File: src/sv/gpr_pkg.sv
// Shared types and constants for the Gaussian pyramid reduce block.
// Used by gpr_front, gpr_fifo, gpr_back and the top level.
package gpr_pkg;

	localparam int COL_BITS   = 12;
	localparam int FIFO_DEPTH = 4;
	localparam int IDX_BITS   = 8;
	localparam int CFG_BITS   = 11;

	localparam logic [IDX_BITS-1:0] REG_FRAME_WIDTH  = 8'd0;
	localparam logic [IDX_BITS-1:0] REG_FRAME_HEIGHT = 8'd1;

	// binomial taps 1,4,6,4,1
	localparam logic [2:0] TAP_WEIGHT [5] = '{3'd1, 3'd4, 3'd6, 3'd4, 3'd1};

	typedef struct packed {
		logic [23:0]         pix;       // {blue, green, red}
		logic [COL_BITS-1:0] col;       // line store column
		logic                emit;      // centre is on an even row and column
		logic [4:0]          row_mask;  // rows of the window inside the frame
		logic [4:0]          col_mask;  // columns of the window inside the frame
		logic                frame_end;
	} item_t;

endpackage

File: src/sv/gpr_fifo.sv
// Short queue of classified items between front and back end.
// Depends on gpr_pkg.
module gpr_fifo (
	input  logic           clk,
	input  logic           arst_n,
	input  logic           push,
	input  gpr_pkg::item_t wr_item,
	input  logic           pop,
	output logic           full,
	output logic           not_empty,
	output gpr_pkg::item_t rd_item
);

	localparam int PW = $clog2(gpr_pkg::FIFO_DEPTH);

	gpr_pkg::item_t  buf_q [gpr_pkg::FIFO_DEPTH];
	logic [PW-1:0]   wp_q, rp_q;
	logic [PW:0]     count_q;

	assign full      = count_q == (PW + 1)'(gpr_pkg::FIFO_DEPTH);
	assign not_empty = count_q != '0;
	assign rd_item   = buf_q[rp_q];

	always_ff @(posedge clk) begin
		if (push) begin
			buf_q[wp_q] <= wr_item;
		end
	end

	always_ff @(posedge clk or negedge arst_n) begin
		if (!arst_n) begin
			wp_q    <= '0;
			rp_q    <= '0;
			count_q <= '0;
		end else begin
			if (push) begin
				wp_q <= wp_q + 1'b1;
			end
			if (pop) begin
				rp_q <= rp_q + 1'b1;
			end
			count_q <= count_q + (PW + 1)'(push) - (PW + 1)'(pop);
		end
	end

	a_no_overflow: assert property (@(posedge clk) disable iff (!arst_n) !(push && full))
		else $error("queue written while full");
	a_no_underflow: assert property (@(posedge clk) disable iff (!arst_n)
		!(pop && !not_empty))
		else $error("queue read while empty");
	a_count_range: assert property (@(posedge clk) disable iff (!arst_n)
		count_q <= (PW + 1)'(gpr_pkg::FIFO_DEPTH))
		else $error("queue count out of range");

endmodule

File: config.mk
export PLATFORM = sky130hd
export DESIGN_NAME = gpr_fifo
export DESIGN_NICKNAME = d
export VERILOG_FILES = /design/src/sv/gpr_pkg.sv /design/src/sv/gpr_fifo.sv
export SDC_FILE = /design/constraint.sdc
export NUM_CORES = 1
export LEC_CHECK = 0
export BUFFER_PORTS_ARGS = -buffer_cell sky130_fd_sc_hd__buf_2
export CAP_MARGIN = 20
export CORE_MARGIN = 2
export CORE_UTILIZATION = 40
export CTS_BUF_LIST = sky130_fd_sc_hd__clkbuf_2
export CTS_CLUSTER_DIAMETER = 100
export DETAILED_ROUTE_END_ITERATION = 8
export SETUP_SLACK_MARGIN = 0.02
export SYNTH_ARGS = -nofsm -noshare
export SYNTH_HDL_FRONTEND = slang
export SYNTH_SLANG_ARGS = --single-unit
File: constraint.sdc
create_clock -name clk -period 4.35 [get_ports clk]
set_input_delay 0.2175 -clock clk [delete_from_list [all_inputs] [get_ports clk]]
set_output_delay 0.2175 -clock clk [all_outputs]
set_load 0.05 [all_outputs]
* Word level (Yosys, flattened, before mapping)
Memory sizes are Yosys's and may differ from the RTL's. Cells that the tools add are included.
Cells by class: add/sub/neg operators 4, equal/unequal tests 1, mux-type cells 2, reduce and logical (&&, ||, !) cells 1
Operators by type and width (count):
- 2-bit by 1-bit adder with 2-bit output, second input constant | 2
- 3-bit by 1-bit adder with 3-bit output | 1
- 3-bit equality test, second input constant | 1
- 3-bit nonzero test | 1
- 3-bit by 1-bit subtractor with 3-bit output | 1
- 1-bit 2-to-1 mux | 2
Storage, ports and cells: register bits after elaboration 7, bits in writable memories 192, input bits 52, output and inout port bits 50, logic and storage cells 12, memories kept 1
Memory list:
- buf_q | depth 4, width 48, rd ports 1, clocked after Yosys merged registers in 0, wr ports 1, RTL line gpr_fifo.sv:16 | gpr_pkg::item_t buf_q [gpr_pkg::FIFO_DEPTH];

* Longest topological paths before layout
word-level depth 2, depth in mapped cells 6, mapped depth without buffers 6

* Least setup slack after synthesis
OpenSTA, ideal clock, no wires.
kind flip-flop to flip-flop, start point reg wp_q[0], end point mem buf_q[0][0] (netlist bit) (enable), setup time 0.410 ns, arrival 1.768 ns, required time 3.940 ns, path slack 2.172 ns, stages on the path, launching flop included 4, path buffers 0, clock period less this slack 2.178 ns, path through dfrtp_1 -> inv_1 -> ha_1 -> and2_1
RTL lines:
- start: declaration | RTL line gpr_fifo.sv:17 | logic [PW-1:0] wp_q, rp_q;
- start signal: assignment | RTL line gpr_fifo.sv:37 | wp_q <= wp_q + 1'b1;
- end: declaration | RTL line gpr_fifo.sv:16
Straight into the memory's write port.

==> results by group <==
STA
  – Setup TNS after final layout: 0 ps
  – Slew at the pin closest to its max-slew limit: 1000 ps
  – Number of hold-slack violations in the final timing report: 0
  – Slew HR: 33.3%
  – Finish-stage setup viols: 0
  – Post-route setup slack: 1410 ps
  – Part of the cycle the worst path needs: 67.6%
  – Final Critical Period: 2940 ps
  – Worst Skew: 43.0 ps
  – Setup repair after global routing missed its margin: false
  – Number of slew-limit violations in the final report: 0
  – Achievable Freq: 0.340 GHz

Routing
  – Number of design-rule violations left by the first detailed-router iteration: 174
  – Residual DRC count: 0
  – Detail-routed net length per standard cell: 18.6 µm
  – Via density per instance: 4.91
  – Number of detailed-routing iterations run before antenna repair: 4
  – Vias after detailed routing: 3412
  – Post-detailed-routing wire length: 13000 µm
  – Antenna violation net count after detailed routing: 0

Worst setup path
  – Category of the worst setup path capture point: output port
  – Startpoint of the most critical register-to-register path: wp_q[1]
  – R2R setup slack: 2170 ps
  – Maximum fanout along the worst path: 33
  – Critical path arrival: 2720 ps
  – Crit Path Class: reg2out
  – Worst R2R End: buf_q[1][28]
  – Crit start category: flop
  – Worst path required time: 4130 ps
  – Reg2reg path depth: 4

Layout
  – Share of post-route cells with drive strength above 1: 41.6%
  – Number of nets in the layout: 512
  – Final antenna diode count: 0
  – Growth of design area from synthesis to finish: 20.7%

Power
  – Total internal power: 3.65 mW
  – Clock power frac: 14.9%
  – Sequential share of power: 44.2%
  – Final total power: 6.15 mW
  – Switching part of the total: 40.6%
  – Leak Pwr: 3.09 nW
  – Part of the total power dissipated in combinational logic: 40.9%
  – Power per unit of standard cell area: 691 mW/mm²
  – Worst IR Drop VDD: 0.433 mV
  – Reported net switching power: 2.50 mW

Yosys
  – Netlist cell types: 17
  – Mapped Avg Cell Area: 25.9 µm²
  – Post-synthesis cell count: 285
  – Synth warn: 0
  – Sequential cell area fraction in the yosys report: 80.6%
  – Synthesized net count: 344
  – Netlist area before placement: 0.00737 mm²
  – Number of register bits inferred by synthesis: 199

GRT
  – Via count of the first global-routing pass: 3744
  – Overflow after GRT: 0
  – Largest net degree at the start of global routing: 51
  – All-Layer GR Usage: 13.9%
  – Number of antenna violations at the first check in global routing: 0
  – Wire length of the first global-routing pass: 20400 µm

Clocking
  – H-tree level count: 4
  – Source-to-sink clock delay at the later pin of the worst-skew pair: 730 ps
  – Library cell used as clock root buffer: sky130_fd_sc_hd__clkbuf_2
  – Maximum root-to-sink buffer count: 2
  – Total of cells resized after clock tree synthesis: 0
  – Postcts setup bufs: 0
  – Number of hold buffers added after CTS: 52
  – Clock buffer count from CTS: 17
  – Clock slew at reported path FFs: 290 ps
  – Clock tree from TritonCTS: built
  – TritonCTS sink count: 199

Place
  – Routability-driven placement congestion ratio: 0.667
  – PortBufs: 101
  – Worst slack at placement: 2040 ps
  – Detail Placement HPWL: 7680 µm

Floorplan
  – Effective utilization at floorplan: 40.9%
  – Std-Cell Core Area: 0.0180 mm²
  – Core Rows: 49
  – Number of top-level pins: 102
  – Height of the chip: 140 µm
  – Die width: 140 µm
  – Total die area: 0.0195 mm²

Flow run
  – Max Cap Viol: 0

Hold path
  – Type of the most critical hold path: in2reg
  – Instance count along the most critical hold path: 2
  – Launch point of the worst hold path: wr_item[1]
  – Worst hold path endpoint: buf_q[0][1]

Outcome
  – Status: finished clean
## registers in the layout (all words and copies together) (netlist names)
name and cells:
buf_q 192, wp_q 2, count_q 3, rp_q 2
## per-layer routing
metal / wire (µm) / part of all wire, % / GRT usage (%)
met1: 5670 / 44 / 17.6
met2: 6530 / 50 / 23.6
met3: 653 / 5.0 / 4.27
met4: 109 / 0.84 / 3.63
met5: 0 / 0 / 0
## power by group through the flow
stage               clock network [mW]  registers, mW  logic, mW
floorplan                            0           2.62       2.16
global placement                     0           2.85       2.39
detailed placement                   0           2.87       2.40
CTS                              0.954           2.83       2.44
global route                      1.02           2.76       2.66
finish                           0.919           2.72       2.51
## cell usage in the layout, fill, tap and decap left out, drive strengths merged, types with 3 or more instances in the layout
cell,count
edfxtp,192
buf,108
dlygate4sd3,52
mux4,48
clkbuf,21
inv,8
dfrtp,7
ha,6
and2,4
clkinv,4
xor2,3
bufinv,3
## cells by family (layout without fill, tap and decap cells)
logic type,after synthesis,after routing,share of synthesized area [%]
AOI/OAI and AO/OA,1,1,0.0678
xor gates and xnor gates,5,5,0.594
adders and majority gates,7,7,1.29
buffers and inverters,17,198,2.19
DFF,199,199,80.6
muxes,48,48,14.7
and+or+nand+nor,8,8,0.611
## stage by stage
step | instances | hold slack (ps) | util [%] | instance area, µm²
final | 695 | 218 | 49.4 | 8900
after global routing | 695 | 112 | 49.4 | 8900
after CTS | 693 | 132 | 49.1 | 8850
after detailed placement | 609 | 66.9 | 44.8 | 8070
after global placement | 609 | 61.5 | 44.8 | 8070
after floorplan | 285 | -78.1 | - | 7370
## how the worst max path moves through the flow
stage / from / to / slack [ps]
after floorplan: wp_q[0] / buf_q[0][0] / 2170
after global placement: rp_q[0] / rd_item[34] / 2060
after detailed placement: wp_q[0] / buf_q[2][0] / 2040
after CTS: rp_q[0] / rd_item[34] / 1150
after global routing: rp_q[1] / rd_item[34] / 1160
final: rp_q[1] / rd_item[34] / 1410
## layout make-up
type	instances	area, µm²
timing repair buffer	160	1110
fill	1507	9130
sequential	199	5950
clock buffer	21	105
clock inverter	11	150
tap	229	287
inverter	6	22.5
multi-input combinational	69	1270
## critical path: stages (launching register included)
cell and delay, ps:
sky130_fd_sc_hd__dfrtp_2 1000, sky130_fd_sc_hd__buf_4 410, sky130_fd_sc_hd__mux4_2 380, sky130_fd_sc_hd__buf_2 240
## Yosys cell counts (all sizes together)
cell    count  area [µm²]
edfxtp    192        5770
mux4       48        1080
buf        11         139
dfrtp       7         175
ha          6        75.1
inv         6        22.5
and2        4        25.0
xor2        3        26.3
nand2       2        7.51
xnor2       2        17.5
and3        1        6.26
fa          1        20.0
o21ai       1        5.00
or3         1        6.26
Power figures use the tool's default switching activity.
