**config.mk**
```make
export PLATFORM = sky130hd
export DESIGN_NAME = gpr_front
export DESIGN_NICKNAME = d
export VERILOG_FILES = /design/src/sv/gpr_pkg.sv /design/src/sv/gpr_front.sv
export SDC_FILE = /design/constraint.sdc
export NUM_CORES = 1
export LEC_CHECK = 0
export ABC_AREA = 1
export ABC_CLOCK_PERIOD_IN_PS = 5550
export BUFFER_PORTS_ARGS = -buffer_cell sky130_fd_sc_hd__buf_2
export CAP_MARGIN = 20
export CORE_MARGIN = 2
export CORE_UTILIZATION = 45
export DETAILED_ROUTE_END_ITERATION = 8
export GPL_ROUTABILITY_DRIVEN = 0
export PLACE_DENSITY = 0.74
export SLEW_MARGIN = 5
export SYNTH_ARGS = -nofsm -noshare
export SYNTH_HDL_FRONTEND = slang
export SYNTH_SLANG_ARGS = --single-unit
```
**constraint.sdc**
```tcl
create_clock -name clk -period 5.55 [get_ports clk]
set_input_delay 0.2775 -clock clk [delete_from_list [all_inputs] [get_ports clk]]
set_output_delay 0.2775 -clock clk [all_outputs]
set_load 0.02 [all_outputs]
```
**src/sv/gpr_pkg.sv**
```systemverilog
// Shared types and constants for the Gaussian pyramid reduce block.
// Used by gpr_front, gpr_fifo, gpr_back and the top level.
package gpr_pkg;

	localparam int COL_BITS   = 12;
	localparam int FIFO_DEPTH = 4;
	localparam int IDX_BITS   = 8;
	localparam int CFG_BITS   = 11;

	localparam logic [IDX_BITS-1:0] REG_FRAME_WIDTH  = 8'd0;
	localparam logic [IDX_BITS-1:0] REG_FRAME_HEIGHT = 8'd1;

	// binomial taps 1,4,6,4,1
	localparam logic [2:0] TAP_WEIGHT [5] = '{3'd1, 3'd4, 3'd6, 3'd4, 3'd1};

	typedef struct packed {
		logic [23:0]         pix;       // {blue, green, red}
		logic [COL_BITS-1:0] col;       // line store column
		logic                emit;      // centre is on an even row and column
		logic [4:0]          row_mask;  // rows of the window inside the frame
		logic [4:0]          col_mask;  // columns of the window inside the frame
		logic                frame_end;
	} item_t;

endpackage

```
**src/sv/gpr_front.sv**
```systemverilog
// Front end: frame registers, input and window-centre position tracking,
// tap masks. Depends on gpr_pkg.
module gpr_front #(
	parameter int MAX_WIDTH  = 1024,
	parameter int MAX_HEIGHT = 1024
) (
	input  logic                            clk,
	input  logic                            arst_n,
	input  logic                            cfg_we,
	input  logic [gpr_pkg::IDX_BITS-1:0]    cfg_index,
	input  logic [gpr_pkg::CFG_BITS-1:0]    cfg_data,
	input  logic                            in_valid,
	input  logic [23:0]                     in_pix,
	input  logic                            in_flush,
	input  logic                            q_full,
	output logic                            in_ready,
	output logic                            push,
	output gpr_pkg::item_t                  item
);

	localparam int DWW = $clog2(MAX_WIDTH + 1);
	localparam int DWH = $clog2(MAX_HEIGHT + 1);
	localparam int CW  = $clog2(MAX_WIDTH);
	localparam int HW  = $clog2(MAX_HEIGHT);
	localparam int RW  = $clog2(MAX_HEIGHT + 4);
	localparam int LW  = $clog2(2 * MAX_WIDTH + 3);
	localparam int W_RST = (1024 > MAX_WIDTH) ? MAX_WIDTH : 1024;
	localparam int H_RST = (1024 > MAX_HEIGHT) ? MAX_HEIGHT : 1024;

	logic [DWW-1:0] width_q;
	logic [DWH-1:0] height_q;
	logic [CW-1:0]  col_q, ccol_q;
	logic [RW-1:0]  row_q;
	logic [HW-1:0]  crow_q;
	logic [LW-1:0]  cnt_q;

	logic [12:0]    cfg_ext;
	logic [DWW-1:0] width_cl;
	logic [DWH-1:0] height_cl;
	logic           in_frame, drop, fire, started, restart;
	logic [LW-1:0]  lag;
	logic [DWW:0]   cc_x, w_x;
	logic [DWH:0]   cr_x, h_x;

	assign cfg_ext = {2'b0, cfg_data};

	always_comb begin
		if (cfg_data == '0) begin
			width_cl  = DWW'(1);
			height_cl = DWH'(1);
		end else begin
			width_cl  = (cfg_ext > 13'(MAX_WIDTH)) ? DWW'(MAX_WIDTH) : DWW'(cfg_ext);
			height_cl = (cfg_ext > 13'(MAX_HEIGHT)) ? DWH'(MAX_HEIGHT) : DWH'(cfg_ext);
		end
	end

	assign in_ready = !q_full;
	assign fire     = in_valid && in_ready;
	assign in_frame = row_q < RW'(height_q);
	assign drop     = in_flush && in_frame;
	assign push     = fire && !drop;

	assign lag     = LW'({width_q, 1'b0}) + LW'(2);
	assign started = cnt_q >= lag;

	assign cc_x = (DWW + 1)'(ccol_q);
	assign w_x  = (DWW + 1)'(width_q);
	assign cr_x = (DWH + 1)'(crow_q);
	assign h_x  = (DWH + 1)'(height_q);

	assign restart = started && (cc_x == w_x - 1'b1) && (cr_x == h_x - 1'b1);

	always_comb begin
		item.pix       = (in_frame && !in_flush) ? in_pix : 24'd0;
		item.col       = gpr_pkg::COL_BITS'(col_q);
		item.emit      = started && !crow_q[0] && !ccol_q[0];
		item.row_mask  = {cr_x + 2'd2 < h_x, cr_x + 1'b1 < h_x, 1'b1,
			cr_x >= 1, cr_x >= 2};
		item.col_mask  = {cc_x + 2'd2 < w_x, cc_x + 1'b1 < w_x, 1'b1,
			cc_x >= 1, cc_x >= 2};
		item.frame_end = item.emit
			&& (cr_x == ((h_x - 1'b1) & ~(DWH + 1)'(1)))
			&& (cc_x == ((w_x - 1'b1) & ~(DWW + 1)'(1)));
	end

	always_ff @(posedge clk or negedge arst_n) begin
		if (!arst_n) begin
			width_q  <= DWW'(W_RST);
			height_q <= DWH'(H_RST);
			col_q    <= '0;
			row_q    <= '0;
			ccol_q   <= '0;
			crow_q   <= '0;
			cnt_q    <= '0;
		end else if (cfg_we) begin
			if (cfg_index == gpr_pkg::REG_FRAME_WIDTH) begin
				width_q <= width_cl;
			end
			if (cfg_index == gpr_pkg::REG_FRAME_HEIGHT) begin
				height_q <= height_cl;
			end
			if (cfg_index == gpr_pkg::REG_FRAME_WIDTH
				|| cfg_index == gpr_pkg::REG_FRAME_HEIGHT) begin
				col_q  <= '0;
				row_q  <= '0;
				ccol_q <= '0;
				crow_q <= '0;
				cnt_q  <= '0;
			end
		end else if (push) begin
			if (restart) begin
				col_q  <= '0;
				row_q  <= '0;
				ccol_q <= '0;
				crow_q <= '0;
				cnt_q  <= '0;
			end else begin
				if (!started) begin
					cnt_q <= cnt_q + 1'b1;
				end else if (cc_x == w_x - 1'b1) begin
					ccol_q <= '0;
					crow_q <= crow_q + 1'b1;
				end else begin
					ccol_q <= ccol_q + 1'b1;
				end
				if ((DWW + 1)'(col_q) == w_x - 1'b1) begin
					col_q <= '0;
					row_q <= row_q + 1'b1;
				end else begin
					col_q <= col_q + 1'b1;
				end
			end
		end
	end

endmodule

```
Word-level counts from Yosys, hierarchy flattened. Cells that the tools add are included.

RAM bits: 0. Bits of input ports: 49. ROM bits: 0. Memories kept: 0. Latch bits: 0. Output and inout bits: 50. Register bits after elaboration: 75.

Bitwise gates (word level): 0. Shift operators: 0. Multiplexer cells: 28. Reductions and logical operators: 29. $mul: 0. Order comparisons: 11. Divide/modulo/power cells: 0. Equality and inequality tests: 8. Add/subtract/negate cells: 12.

Operator list (count): 10-bit 2-to-1 mux (15); 11-bit 2-to-1 mux (7); 10-bit by 12-bit equality test with 1-bit output (5); 12-bit 2-to-1 mux (5); 11-bit < comparator (5); 10-bit by 1-bit adder with 10-bit output, second input constant (3); 24-bit 2-to-1 mux (1); 11-bit by 1-bit subtractor with 12-bit output, second input constant (2); 10-bit by 1-bit adder with 11-bit output, second input constant (2); 10-bit by 2-bit adder with 11-bit output, second input constant (2); 10-bit by 1-bit >= comparator with 1-bit output, second input constant (2); 10-bit by 2-bit >= comparator with 1-bit output, second input constant (2); 12-bit by 1-bit adder with 12-bit output, second input constant (1); 12-bit by 2-bit adder with 12-bit output, second input constant (1); 12-bit >= comparator (1); 11-bit by 1-bit adder with 11-bit output, second input constant (1); 11-bit > comparator, second input constant (1); 11-bit logical NOT (1); 1-bit logical AND (10); 3-bit AND reduction (3); 3-bit nonzero test (3); 8-bit by 1-bit equality test with 1-bit output, second input constant (1); 8-bit logical NOT (1); 2-bit AND reduction (3); 6 further kinds (10).

Depth between registers and ports, before layout. Gate-level depths: netlist of the first run.

Depth in word-level cells: 7. Depth in mapped cells: 20. Gate-level depth less buffers: 20.

Worst setup path after synthesis of the first run. Ideal clock, no wire load.

Kind: reg2out. Start: register width_q[0]. End: output item[0] (netlist bit). Slack: 1.843 ns. Stages on the path, launching flop included: 18. Data required time: 5.273 ns. Path buffers: 0. Data arrival time: 3.430 ns. Cell sequence: dfrtp_1 > inv_1 > nor3_1 > nand4_1 > nor3_1 > xor2_1 > inv_1 > ha_1 > nand2_1 > inv_1 > nand3_1 > nor3_1 > nand2_1 > nand2_1 > inv_1 > nor3_1 > nand3_1 > nor3_1.

RTL lines: start, declared (line gpr_front.sv:30) `logic [DWW-1:0] width_q;`; start signal, assigned (line gpr_front.sv:88) `width_q <= DWW'(W_RST);`; start signal, assigned (line gpr_front.sv:97) `width_q <= width_cl;`; end, declared (line gpr_front.sv:18) `output gpr_pkg::item_t item`.

==> results of run 1 <==
-- worst max path at each step --
stage / startpoint / endpoint / slack [ns] / cells past startpoint
finish: width_q[0] / item[0] / 1.46 / 18
global route: width_q[0] / col_q[7] / 0.95 / 18
CTS: width_q[0] / item[0] / 1.45 / 18
detailed placement: width_q[0] / col_q[6] / 1.53 / 18
global placement: width_q[0] / col_q[2] / 1.66 / 18
floorplan: width_q[0] / item[0] / 1.84 / 17
-- cell usage in the layout (no fill, tap or decap), types with 43 or more instances in the layout --
master     n
dfrtp_1   73
nor2_1   132
inv_1    141
a21oi_1   49
xor2_1    57
o21ai_0   43
nand3_1   82
buf_2     93
nand2_1  247
ha_1      81
-- final cells by class --
type                    count  area [µm²]  area share [%]
multi-input cells         841        4890            57.6
flip-flops and latches     75        1880            22.2
inverters                 150         568            6.70
repair buffers             98         526            6.19
well taps                 220         275            3.24
clock buffers               9         225            2.65
clock inverters             7         124            1.46
-- power by group --
part	switching (µW)	total [µW]	internal, µW
Clock	259	702	443
Sequential	91.4	685	594
Combinational	394	618	225
Total	744	2010	1260
-- timing repair --
action / CTS / global route
setup endpoints to repair: 0 / 0
endpoints found under the hold margin: 0 / 8
setup buffers: 0 / 0
hold buffers: 0 / 1
-- critical path: stages (launching register included) --
cell	delay [ns]
dfrtp_1	0.47
inv_1	0.19
nor3_1	0.38
nand4_1	0.22
nor3_1	0.23
xor2_1	0.16
inv_1	0.06
ha_1	0.27
nand2_1	0.06
inv_1	0.08
nand3_1	0.07
nor3_1	0.14
nand2_1	0.09
nand2_1	0.11
inv_1	0.13
nor3_1	0.21
nand3_1	0.10
nor3_1	0.25
buf_2	0.23
-- cell families after synthesis --
group,Yosys count,share of synthesized area (%)
DFF,75,25.0
adders and majority gates,81,13.5
other,2,0.0999
buffers and inverters,183,10.1
xor gates and xnor gates,65,7.77
and+or+nand+nor,567,34.3
AOI/OAI and AO/OA,124,9.20
-- sequential cells by signal, summed over array words and instances (netlist names) --
signal and count:
ccol_q 10, cnt_q 12, crow_q 10, row_q 11, height_q 11, col_q 10
width_q 11
-- per-stage QoR --
stage	area (µm²)	util, %	hold slack, ns	instances
floorplan	7530	-	-0.0181	1099
global placement	8100	49.2	0.505	1382
detailed placement	8100	49.2	0.521	1382
CTS	8450	51.3	0.143	1398
global route	8480	51.5	0.234	1400
finish	8480	51.5	0.217	1400
-- per-layer routing --
metal  GRT usage [%]  vias to the layer above  part of all wire, %  routed length, µm
met4            7.15                        0                  2.0                439
met2            40.0                      266                   47              10000
met3            3.96                       36                  6.8               1470
li1                -                     3713                    -                  -
met1            33.3                     3489                   44               9520
met5               0                        -                    0                  0
==> impl_metrics.tcl, run 1 <==
set metrics [dict create \
    status "complete, no violations" \
    relSlewSlack_pct 36.7 \
    grt_pass1_wl_mm 34.9 \
    grt_overflow 0 \
    max_freq_mhz 245 \
    hold_viol 0 \
    netlist_area_um2 7520 \
    p_leak_uw 0.00444 \
    path_max_fanout 7 \
    min_path_cells 3 \
    async_flop_share_pct 100 \
    synth_cell_types 48 \
    die_y_um 133 \
    period_share_pct 73.6 \
    clock_path_buffers 2 \
    detail-route-antenna-nets 0 \
    yosysMostFrequentCell "nand2_1" \
    remaining_drc_errors 0 \
    avgViaCountPerCell 5.36 \
    synthTopCellsByCount "247 x nand2_1, 141 x inv_1, 133 x nor2_1, 82 x nand3_1, 81 x ha_1" \
    postSynthCellCount 1097 \
    core_area_um2 16500 \
    wl_mm 21.4 \
    hp-start "cfg_data[6]" \
    grt_max_degree 76 \
    rsz0062_at_grt "false" \
    min_to "height_q[6]" \
    seq_area_frac_synth_pct 25.0 \
    finalSetupViolCount 0 \
    setup_ws_ns 1.46 \
    antenna_found_initial 0 \
    reg2reg_depth 18 \
    crit_path_start_kind "flip-flop" \
    maxSlewViolCount 0 \
    grt_use_total_pct 24.4 \
    ys_ff_latch 75 \
    fin_crit_ns 4.09 \
    timing.rr.end "col_q[6]" \
    synth_top_area_share_pct 24.3 \
    first_pass_iters 6 \
    die-area_um2 17800 \
    crit_arrival_ns 3.81 \
    path_class "flip-flop to primary output" \
    endpoint_kind "primary output" \
    ys_warn_count 0 \
    synth.avg_cell_area_um2 6.85 \
    worstHoldPathType "input pin to flip-flop" \
    drive_above_1_share_pct 13.6 \
    clock-root-buffer "clkbuf_16" \
    max_slew.worst_pin.slew_ns 0.948 \
    pre_cts_slack_ns 1.53 \
    num_vias 7504 \
    synth_edf_count 0 \
    drtIter0Drc 584 \
    ir_drop_uv 134 \
    cts.sinks 75 \
    power_uw 2010 \
    clk_latency_ns 0.35 \
    synthFlopType "dfrtp_1" \
    htreeDepth 3 \
    maxCapViolations 0 \
    hpwlAfterDp_mm 16.5 \
    start_util_pct 45.7 \
    wl_per_cell_um 15.3 \
    power_density_nw_per_um2 236 \
    final_nets 1305 \
    r2r_start "width_q[0]" \
    synth.area.top_cells "dfrtp_1 24%, ha_1 13%, nand2_1 12%" \
    diodes 0 \
    cts_buffers 9 \
    clk_pin_slew_ns 0.07 \
    tritoncts "yes" \
    io_pins 99 \
    cts_resized 0 \
    grt_pass1_vias 6883 \
    finalSetupTns_ns 0 \
    die_w_um 133 \
    fillers 1666 \
    num_rows 47 \
    yosysTopAreaCell "dfrtp_1" \
    cp.required_ns 5.27 \
    skew_ns 0.00775 \
    port_buffers 94 \
    syn_to_final_growth_pct 12.8 \
    regToRegSetupSlack_ns 1.50 \
]
Note: power is estimated with default switching activity, not from simulation.
==> run 2, diff against run 1 <==
--- a/config.mk
+++ b/config.mk
@@ -6,14 +6,14 @@
 export NUM_CORES = 1
 export LEC_CHECK = 0
 export ABC_AREA = 1
-export ABC_CLOCK_PERIOD_IN_PS = 5550
+export ABC_CLOCK_PERIOD_IN_PS = 3450
 export BUFFER_PORTS_ARGS = -buffer_cell sky130_fd_sc_hd__buf_2
 export CAP_MARGIN = 20
 export CORE_MARGIN = 2
 export CORE_UTILIZATION = 45
 export DETAILED_ROUTE_END_ITERATION = 8
 export GPL_ROUTABILITY_DRIVEN = 0
-export PLACE_DENSITY = 0.74
+export PLACE_DENSITY = 0.76
 export SLEW_MARGIN = 5
 export SYNTH_ARGS = -nofsm -noshare
 export SYNTH_HDL_FRONTEND = slang
==> constraint.sdc (replaced) <==
create_clock -name clk -period 3.45 [get_ports clk]
set_input_delay 0.1725 -clock clk [delete_from_list [all_inputs] [get_ports clk]]
set_output_delay 0.1725 -clock clk [all_outputs]
set_load 0.02 [all_outputs]
==> impl_metrics.tcl, run 2 (synthesized netlist as in run 1, its figures left out) <==
set metrics [dict create \
    status "finished, violations left" \
    violations "hold timing" \
    stdcell_area_um2 8690 \
    htreeDepth 3 \
    fillers 1615 \
    placed_cell_area_um2 8220 \
    period_share_pct 99.3 \
    first_pass_iters 6 \
    drive_above_1_share_pct 16.6 \
    diodes 0 \
    num_rows 47 \
    clock-root-buffer "clkbuf_16" \
    ff_latch_area_um2 1880 \
    ir_drop_uv 208 \
    avgViaCountPerCell 5.34 \
    wl_per_cell_um 15.2 \
    die_w_um 133 \
    io_pins 99 \
    final_common_cell "nand2_1" \
    hpwlAfterDp_mm 16.5 \
    skew_ns 0.00800 \
    regMostFlops "cnt_q" \
    pre_cts_slack_ns 0.245 \
    layout_common_cells "245 x nand2_1, 139 x inv_1, 131 x nor2_1, 92 x buf_2, 80 x ha_1" \
    path_class "flip-flop to primary output" \
    relSlewSlack_pct 32.9 \
    finalSetupViolCount 0 \
    rsz0062_at_grt "true" \
    die_y_um 133 \
    endpoint_kind "primary output" \
    cpPeakStageDelay_ns 0.42 \
    grt_max_degree 76 \
    fin_crit_ns 3.42 \
    core_area_um2 16500 \
    max_freq_mhz 292 \
    final_nets 1328 \
    cts_buffers 9 \
    grt_pass1_vias 7225 \
    drtIter0Drc 714 \
    path_max_fanout 5 \
    clock_path_buffers 2 \
    max_slew.worst_pin.slew_ns 1.01 \
    clk_pin_slew_ns 0.06 \
    cts.sinks 75 \
    die-area_um2 17800 \
    power_density_nw_per_um2 363 \
    tritoncts "yes" \
    antenna_found_initial 0 \
    whs_ns -0.0209 \
    path_cells "buf_4, nand3_2, nor2_1, nand2_1, nor2_2, nand3_2, xor2_1, ha_1, nand2_2, inv_2, nand4_1, and2_1, nand2_2, inv_2, nor3_2, nand3_1, nor3_2, buf_4" \
    p_leak_uw 0.00453 \
    grt_use_total_pct 24.4 \
    maxSlewViolCount 0 \
    port_buffers 94 \
    wl_mm 21.6 \
    clk_latency_ns 0.35 \
    start_util_pct 45.7 \
    slowest_stage "dfrtp_1" \
    fin_util_pct 52.8 \
    hold_viol 27 \
    crit_arrival_ns 3.25 \
    maxCapViolations 0 \
    setup_ws_ns 0.0256 \
    postCtsHoldBufs 0 \
    largest_reg_flops 12 \
    num_vias 7595 \
    worstHoldPathType "input pin to async pin" \
    grt_overflow 0 \
    crit_path_start_kind "flip-flop" \
    remaining_drc_errors 0 \
    syn_to_final_growth_pct 15.6 \
    cp.required_ns 3.28 \
    grt_pass1_wl_mm 35.1 \
    detail-route-antenna-nets 0 \
    multi_input_area_um2 4960 \
]
-- run 2: cell count changes in the layout (fill, tap and decap cells not counted), sizes merged --
cell         change
clkinv           +1
clkbuf           +1
buf             +24
inv              -1
dlygate4sd3      -1
bufinv           -1
-- run 2: worst max-delay path, delay by kind of cell, from the launching register on --
kind,cells,cell delay (ns)
adder cells (fa/ha/maj),1,0.31
AND/OR/NAND/NOR,12,1.54
flip-flops,1,0.42
XOR/XNOR,1,0.15
buffers and inverters,4,0.48
-- run 2: power breakdown --
| part | total, µW | switching [µW] | internal [µW] |
|---|---|---|---|
| logic | 1020 | 647 | 372 |
| registers | 1100 | 141 | 956 |
| clock network | 1040 | 402 | 635 |
-- run 2: metrics by stage --
stage	hold slack (ns)	std cells	setup TNS, ns	power, µW
final	-0.0209	1423	0	3150
after global routing	0.0806	1423	-0.162	3340
after CTS	0.0267	1414	0	3130
after detailed placement	0.402	1397	0	2100
after global placement	0.396	1397	0	2070
after floorplan	-0.123	1099	0	1780
-- run 2: area by class of cell --
type	instances	area share, %
Clock buffer	10	2.63
Clock inverter	6	1.04
Inverter	150	6.54
Multi-Input combinational cell	841	57.0
Sequential cell	75	21.6
Tap cell	220	3.17
Timing Repair Buffer	121	7.95
-- run 2: per-layer routing --
layer	up-vias	part of all wire, %	track usage (%)
li1	3762	-	-
met1	3531	43	30.9
met2	240	48	41.8
met3	62	5.8	4.30
met4	0	2.6	8.81
met5	-	0	0
-- run 2: path summary, 6_finish.rpt --
check / depth (start not counted) / start / slack (ns) / endpoint
worst max-delay path: 18 / width_q[2] / 0.03 / item[0]
min in group clk: 3 / cfg_data[6] / 0.13 / width_q[6]
worst min-delay path: 1 / arst_n / -0.02 / col_q[5]
max in group asynchronous: 1 / arst_n / 2.74 / width_q[1]
worst min register to register: 2 / row_q[1] / 0.55 / row_q[1]
worst max register to register: 21 / width_q[2] / 0.24 / crow_q[9]
-- run 2: what timing repair did --
action / CTS / global route
hold endpoints to repair: 0 / 0
endpoints found under the setup margin: 1 / 19
setup buffers: 1 / 9
resized for setup: 2 / 17
pin swaps: 0 / 10
==> run 3, diff against run 2 <==
--- a/config.mk
+++ b/config.mk
@@ -10,10 +10,10 @@
 export BUFFER_PORTS_ARGS = -buffer_cell sky130_fd_sc_hd__buf_2
 export CAP_MARGIN = 20
 export CORE_MARGIN = 2
-export CORE_UTILIZATION = 45
+export CORE_UTILIZATION = 40
 export DETAILED_ROUTE_END_ITERATION = 8
 export GPL_ROUTABILITY_DRIVEN = 0
-export PLACE_DENSITY = 0.76
+export PLACE_DENSITY = 0.7
 export SLEW_MARGIN = 5
 export SYNTH_ARGS = -nofsm -noshare
 export SYNTH_HDL_FRONTEND = slang
==> constraint.sdc (replaced) <==
create_clock -name clk -period 3.45 [get_ports clk]
set_input_delay 0 -clock clk [delete_from_list [all_inputs] [get_ports clk]]
set_output_delay 0 -clock clk [all_outputs]
set_load 0.02 [all_outputs]
==> impl_metrics.tcl, run 3 (synthesized netlist as in run 1, its figures left out) <==
set metrics [dict create \
    fillers 1850 \
    clock-root-buffer "clkbuf_16" \
    path_class "flip-flop to primary output" \
    path_max_fanout 6 \
    skew_ns 0.00768 \
    port_buffers 94 \
    grtUsageMet2_pct 36.3 \
    endpoint_kind "primary output" \
    clk_pin_slew_ns 0.06 \
    core_area_um2 18600 \
    final_nets 1334 \
    maxSlewViolCount 0 \
    power_density_nw_per_um2 352 \
    ir_drop_uv 212 \
    num_rows 50 \
    largest_reg_flops 12 \
    setup_ws_ns 0.281 \
    pre_cts_slack_ns 0.260 \
    wl_mm 21.6 \
    antenna_found_initial 0 \
    start_util_pct 40.5 \
    drtIter0Drc 607 \
    cts_buffers 9 \
    final_common_cell "nand2_1" \
    clock_path_buffers 2 \
    worstHoldPathType "input pin to flip-flop" \
    grt_util_met1_pct 29.4 \
    hpwlAfterDp_mm 16.6 \
    grt_max_degree 76 \
    max_freq_mhz 316 \
    finalSetupTns_ns 0 \
    p_leak_uw 0.00457 \
    fin_crit_ns 3.17 \
    crit_arrival_ns 3.17 \
    tritoncts "yes" \
    first_pass_iters 5 \
    die_w_um 141 \
    grt_pass1_wl_mm 35.7 \
    grt_overflow 0 \
    wl_per_cell_um 15.0 \
    remaining_drc_errors 0 \
    hold_viol 0 \
    max_slew.worst_pin.slew_ns 0.891 \
    finalSetupViolCount 0 \
    die_y_um 141 \
    clk_latency_ns 0.35 \
    period_share_pct 91.8 \
    drive_above_1_share_pct 15.8 \
    num_vias 7556 \
    grt_pass1_vias 7152 \
    avgViaCountPerCell 5.24 \
    grt-busiest-layer "met2" \
    cts.sinks 75 \
    detail-route-antenna-nets 0 \
    regMostFlops "cnt_q" \
    htreeDepth 3 \
    layout_common_cells "245 x nand2_1, 139 x inv_1, 131 x nor2_1, 92 x buf_2, 82 x nand3_1" \
    maxCapViolations 0 \
    diodes 0 \
    status "complete, no violations" \
    crit_path_start_kind "flip-flop" \
    grt_use_total_pct 22.0 \
    io_pins 99 \
    syn_to_final_growth_pct 16.3 \
    cp.required_ns 3.45 \
    relSlewSlack_pct 40.4 \
    gr-usage-met3_pct 3.09 \
    rsz0062_at_grt "true" \
    die-area_um2 19900 \
]
[run 3: worst paths after layout]
kind | start | to | slack, ns | cells past startpoint
max | width_q[0] | item[0] | 0.28 | 19
min | cfg_data[9] | height_q[9] | 0.11 | 5
max reg2reg | width_q[0] | col_q[4] | 0.38 | 18
min reg2reg | height_q[1] | height_q[1] | 0.56 | 2
max in group asynchronous | arst_n | height_q[10] | 2.69 | 3
min in group asynchronous | arst_n | col_q[6] | 0.13 | 2
[run 3: layout make-up]
type	instances	area (µm²)	share of cell area [%]
Multi-Input combinational cell	841	4940	56.5
Tap cell	234	293	3.35
Inverter	150	571	6.52
Timing Repair Buffer	127	768	8.78
Clock inverter	5	62.6	0.715
Clock buffer	11	233	2.66
Sequential cell	75	1880	21.5
[run 3: power by group]
group          internal, µW  switching, µW  total, µW
Sequential              956            142       1100
Clock                   564            388        952
Combinational           382            643       1030
[run 3: metal layers]
layer	routed length [µm]	share of wire, %	vias to the layer above
met3	1250	5.8	40
met4	543	2.5	0
li1	-	-	3782
met5	0	0	-
met1	9630	45	3491
met2	10200	47	243
[run 3: per-stage QoR]
| step | util, % | area (µm²) | cells | total power [µW] | hold slack [ns] |
|---|---|---|---|---|---|
| 2_1_floorplan | - | 7530 | 1099 | 1780 | -0.296 |
| 3_3_place_gp | 44.4 | 8240 | 1413 | 2070 | 0.226 |
| 3_5_place_dp | 44.4 | 8240 | 1413 | 2100 | 0.237 |
| 4_1_cts | 46.5 | 8640 | 1439 | 3060 | 0.0928 |
| 5_1_grt | 47.1 | 8750 | 1443 | 3290 | 0.134 |
| 6_report | 47.1 | 8750 | 1443 | 3080 | 0.108 |
[run 3: what timing repair did]
action	CTS	global route
buffers inserted	0	3
pin swaps	0	4
hold buffers	10	0
gates resized for setup	2	15
endpoints found under the hold margin	91	0
endpoints found under the setup margin	1	41
[run 3: worst max-delay path: stages, from the launching register on]
cell     delay [ns]
dfrtp_2        0.42
ha_1           0.19
nand3_1        0.12
nor2_1         0.10
nand2_1        0.09
nor2_2         0.12
nand3_1        0.09
xor2_1         0.16
ha_1           0.32
nand2_2        0.08
inv_2          0.05
nand3_1        0.07
nor3_2         0.11
nand2_1        0.10
nand2_2        0.11
inv_4          0.07
nor3_4         0.12
nand3_1        0.10
nor3_2         0.22
buf_4          0.18
